$ cat src/design/nfpmr_fifo.sv
// Small register-based queue, first word fall-through.
// Depends on nothing; the entry type is a parameter.
module nfpmr_fifo #(
   parameter type T     = logic,
   parameter int  DEPTH = 4
) (
   input  logic                           clock,
   input  logic                           reset,
   input  logic                           push,
   input  T                               din,
   input  logic                           pop,
   output T                               dout,
   output logic [$clog2(DEPTH+1)-1:0]     count
);
   localparam int AW = $clog2(DEPTH);
   localparam int CW = $clog2(DEPTH+1);

   T              mem [DEPTH];
   logic [AW-1:0] wr_ptr_ff, rd_ptr_ff;
   logic [CW-1:0] count_ff;
   logic          do_push, do_pop;

   assign do_push = push && (count_ff != CW'(DEPTH));
   assign do_pop  = pop && (count_ff != '0);
   assign dout    = mem[rd_ptr_ff];
   assign count   = count_ff;

   always_ff @(posedge clock) begin
      if (reset) begin
         wr_ptr_ff <= '0;
         rd_ptr_ff <= '0;
         count_ff  <= '0;
      end else begin
         if (do_push) wr_ptr_ff <= (wr_ptr_ff == AW'(DEPTH-1)) ? '0 : wr_ptr_ff + 1'b1;
         if (do_pop)  rd_ptr_ff <= (rd_ptr_ff == AW'(DEPTH-1)) ? '0 : rd_ptr_ff + 1'b1;
         count_ff <= count_ff + CW'(do_push) - CW'(do_pop);
      end
   end

   always_ff @(posedge clock) begin
      if (do_push) mem[wr_ptr_ff] <= din;
   end
endmodule

$ cat config.mk
export PLATFORM = sky130hd
export DESIGN_NAME = nfpmr_fifo
export DESIGN_NICKNAME = d
export VERILOG_FILES = /design/src/design/nfpmr_fifo.sv
export SDC_FILE = /design/constraint.sdc
export NUM_CORES = 1
export LEC_CHECK = 0
export BUFFER_PORTS_ARGS = -buffer_cell sky130_fd_sc_hd__buf_2
export CAP_MARGIN = 20
export CORE_AREA = 2 2 41 43
export DETAILED_ROUTE_END_ITERATION = 8
export DIE_AREA = 0 0 43 45
export SYNTH_ARGS = -nofsm -noshare
export SYNTH_HDL_FRONTEND = slang
export SYNTH_SLANG_ARGS = --single-unit
$ cat constraint.sdc
create_clock -name clock -period 2.6 [get_ports clock]
set_input_delay 0 -clock clock [delete_from_list [all_inputs] [get_ports clock]]
set_output_delay 0 -clock clock [all_outputs]
set_load 0.02 [all_outputs]
==> summary by stage <==
Synth
The share of the synthesized area in the top cell type is approximately 28%. The synthesized design contains 13 register bits. The Yosys warning count is 0. By area the synthesized netlist is led by dfxtp_1, edfxtp_1, ha_1, and2_1, nor2_1.

The post-synthesis instance area is approximately 640 um2. The average instance area after synthesis is around 12 um2. Yosys mapped a number of flops with a built-in enable equal to 4.

Among all flip-flop cells after synthesis, the most frequent one is dfxtp_1. Sequential elements use a little under half of the synthesized area. In the synthesized netlist the async set-or-reset flop fraction comes to 0%. The most area-hungry cell type in the Yosys netlist is dfxtp_1. Counting every net in the synthesized netlist gives 65.

Synthesis produced a netlist whose cell count is 53. Counting distinct cell types in the post-synthesis netlist gives 21.

Final layout
Leaving out fill and tap cells, the most frequent cells in the layout are dfxtp_1, buf_2, nor2_1, ha_1, and2_1. The layout-stage area growth over the synthesis result is 13.4%. The filler cells instantiated in the layout total between 100 and 150. The flip-flop and latch area is between 300 and 400 um2.

After routing the design area is 721 um2. The net count of the finished layout is 78. The number of antenna diodes in the final layout is 0. The final standard cell utilization of the core is around half. In the final layout, the multi-input gates occupy about 310 um2. Leaving out fill and tap cells, the most frequent cell in the layout is dfxtp_1. The share of final-layout standard cells stronger than drive strength 1 is a little over a fifth.

STA
Setup repair after global routing left no endpoint under its margin. The worst clock skew is 6.45 ps. The time the final worst path needs with I/O delays and setup is ~2100 ps. The final cycle utilization of the critical path is about 83%.

Timing would allow up to approximately 470 MHz. The count of pins over their slew limit is 0. The final count of hold timing violations is 0. The slew of the pin with the lowest slew margin is 308 ps.

The headroom to the max-slew limit is slightly below 80%. The final sum of negative setup slack is 0 ps. The final number of setup-violating endpoints is 0.

Detailed routing
The final wirelength is ~860 um. The DRC violation count after routing is 0. The first TritonRoute pass finished after 4 iterations. Dividing the detail-routed wire length by the instance count gives around 11 um.

The final antenna-violating net count is 0. In this run, the number of DRC markers left after iteration 0 of detailed routing was 4. In the routed layout, each cell is associated on average with a via count of ~4.8. Detailed routing inserted a total of 391 vias.

Die
The die area is between 1500 and 2000 um2. The width of the chip is 43 um. The floorplan has 14 rows. During I/O placement, the number of pins put on the boundary was 9. The vertical die dimension is ~45 um.

The area of the core is ~1500 um2. Once the floorplan was initialized, standard cells occupied 43.2% of the core.

CTS
The insertion delay of the later-clocked pin in the worst-skew pair is between 200 and 300 ps. The clock transition time at the flip-flop clock pins of the worst setup and hold paths is approximately 80 ps. Clock tree synthesis found a total of 13 sinks. In this run the number of H-tree levels came out at 1. The number of clock buffers added by TritonCTS is 3. Post-CTS repair changed the size of 0 cells.

TritonCTS built the clock tree. The maximum buffer depth of the clock tree is 2. The clock root buffer is clkbuf_4.

Global routing
The first-pass GRT wire length is between 1500 and 2000 um. Across every metal layer, demand over resource in global routing totals 11.3%. The initial antenna violation count was 0. The via count of the first global-routing pass is 398. The total global routing overflow is 0.

The maximum number of pins on one net before global-route repair is 12.

Worst setup path
STA classifies the critical path startpoint as a flip-flop. STA puts the critical path data arrival time at ~2400 ps. The endpoint kind of the worst setup timing path is a flip-flop. The category of the most critical setup path is flip-flop to flip-flop. Of all nets on the critical path, the largest fanout is 8. At the worst endpoint, the required time is between 2000 and 3000 ps.

Placed design
At the end of routability-driven placement, the weighted congestion stood at around 0.66. The placed wire-length estimate after detailed placement is ~660 um. Port buffering added 8 buffers.

Once placement finished, the instance area stood at 684 um2.

Hold path
In this run the worst hold path is classified as primary input to flip-flop.

Outcome
The run finished with clean final reports.

Power and ir drop
The power per unit of standard cell area is 1020 nW/um2. The static leakage power is 0.314 nW. The largest vdd supply drop is 0.577 mV.

Job
The number of maximum-capacitance constraint violations is 0.
==> cells by family (layout without fill, tap and decap cells) <==
group | after synthesis | count (layout) | share of synthesized area, %
simple gates | 19 | 19 | 15.2
flops | 13 | 13 | 47.2
fa+ha+maj | 7 | 7 | 15.0
compound gates | 4 | 4 | 7.87
mux | 4 | 4 | 8.46
buf+inv | 4 | 16 | 3.54
xor+xnor | 2 | 2 | 2.76
==> per-stage QoR <==
| step | worst slack [ps] | cells | hold WS, ps | power [mW] |
|---|---|---|---|---|
| floorplan | 481 | 53 | 98.9 | 0.553 |
| global placement | 528 | 76 | 221 | 0.619 |
| detailed placement | 460 | 76 | 224 | 0.623 |
| CTS | 428 | 81 | 21.8 | 0.751 |
| global route | 304 | 81 | 20.4 | 0.797 |
| finish | 455 | 81 | 21.4 | 0.736 |
==> cell type report <==
| class | count | share of cell area (%) |
|---|---|---|
| clock buffer | 4 | 3.65 |
| timing repair buffer | 9 | 6.94 |
| multi-input combinational | 36 | 43.4 |
| sequential | 13 | 41.7 |
| tap | 16 | 2.78 |
| inverter | 3 | 1.56 |
==> Yosys cell counts (2+ instances only) <==
master / number
nor3_1: 2
edfxtp_1: 4
ha_1: 6
dfxtp_1: 9
nor2_1: 7
mux2i_1: 2
a21oi_1: 2
nand2b_1: 2
and2_1: 5
inv_1: 3
==> routing by layer <==
layer	part of all wire [%]	vias to the layer above	track usage [%]
li1	-	203	-
met1	45	180	12.8
met2	50	6	19.4
met3	2.8	2	2.40
met4	1.9	0	7.27
met5	0	-	0
==> final timing paths <==
kind	slack, ps	start	to	cells past startpoint
setup / recovery	450	count[1]$_SDFF_PP0_	count[2]$_SDFF_PP0_	9
hold / removal	20	reset	rd_ptr_ff[0]$_SDFFE_PP0P_	2
setup reg to reg	450	count[1]$_SDFF_PP0_	count[2]$_SDFF_PP0_	9
hold reg to reg	500	rd_ptr_ff[0]$_SDFFE_PP0P_	rd_ptr_ff[0]$_SDFFE_PP0P_	2
==> worst max-delay path, stage by stage, from the launching register on <==
cell and delay [ps]:
dfxtp_1 480, nor2_1 130, a21boi_4 270, xnor2_1 160
ha_1 170, inv_1 50, fa_1 370, xor2_1 160
and2_1 170, nor3_1 120
==> timing repair <==
| action | CTS | global route |
|---|---|---|
| setup buffers | 0 | 0 |
| hold buffers | 1 | 0 |
| hold endpoints to repair | 4 | 0 |
==> where the power goes <==
part | internal (mW) | total (mW) | switching, mW
clock | 0.0594 | 0.122 | 0.0623
sequential | 0.264 | 0.323 | 0.0590
combinational | 0.135 | 0.291 | 0.156
total | 0.458 | 0.736 | 0.278
Note: power is estimated with default switching activity, not from simulation.
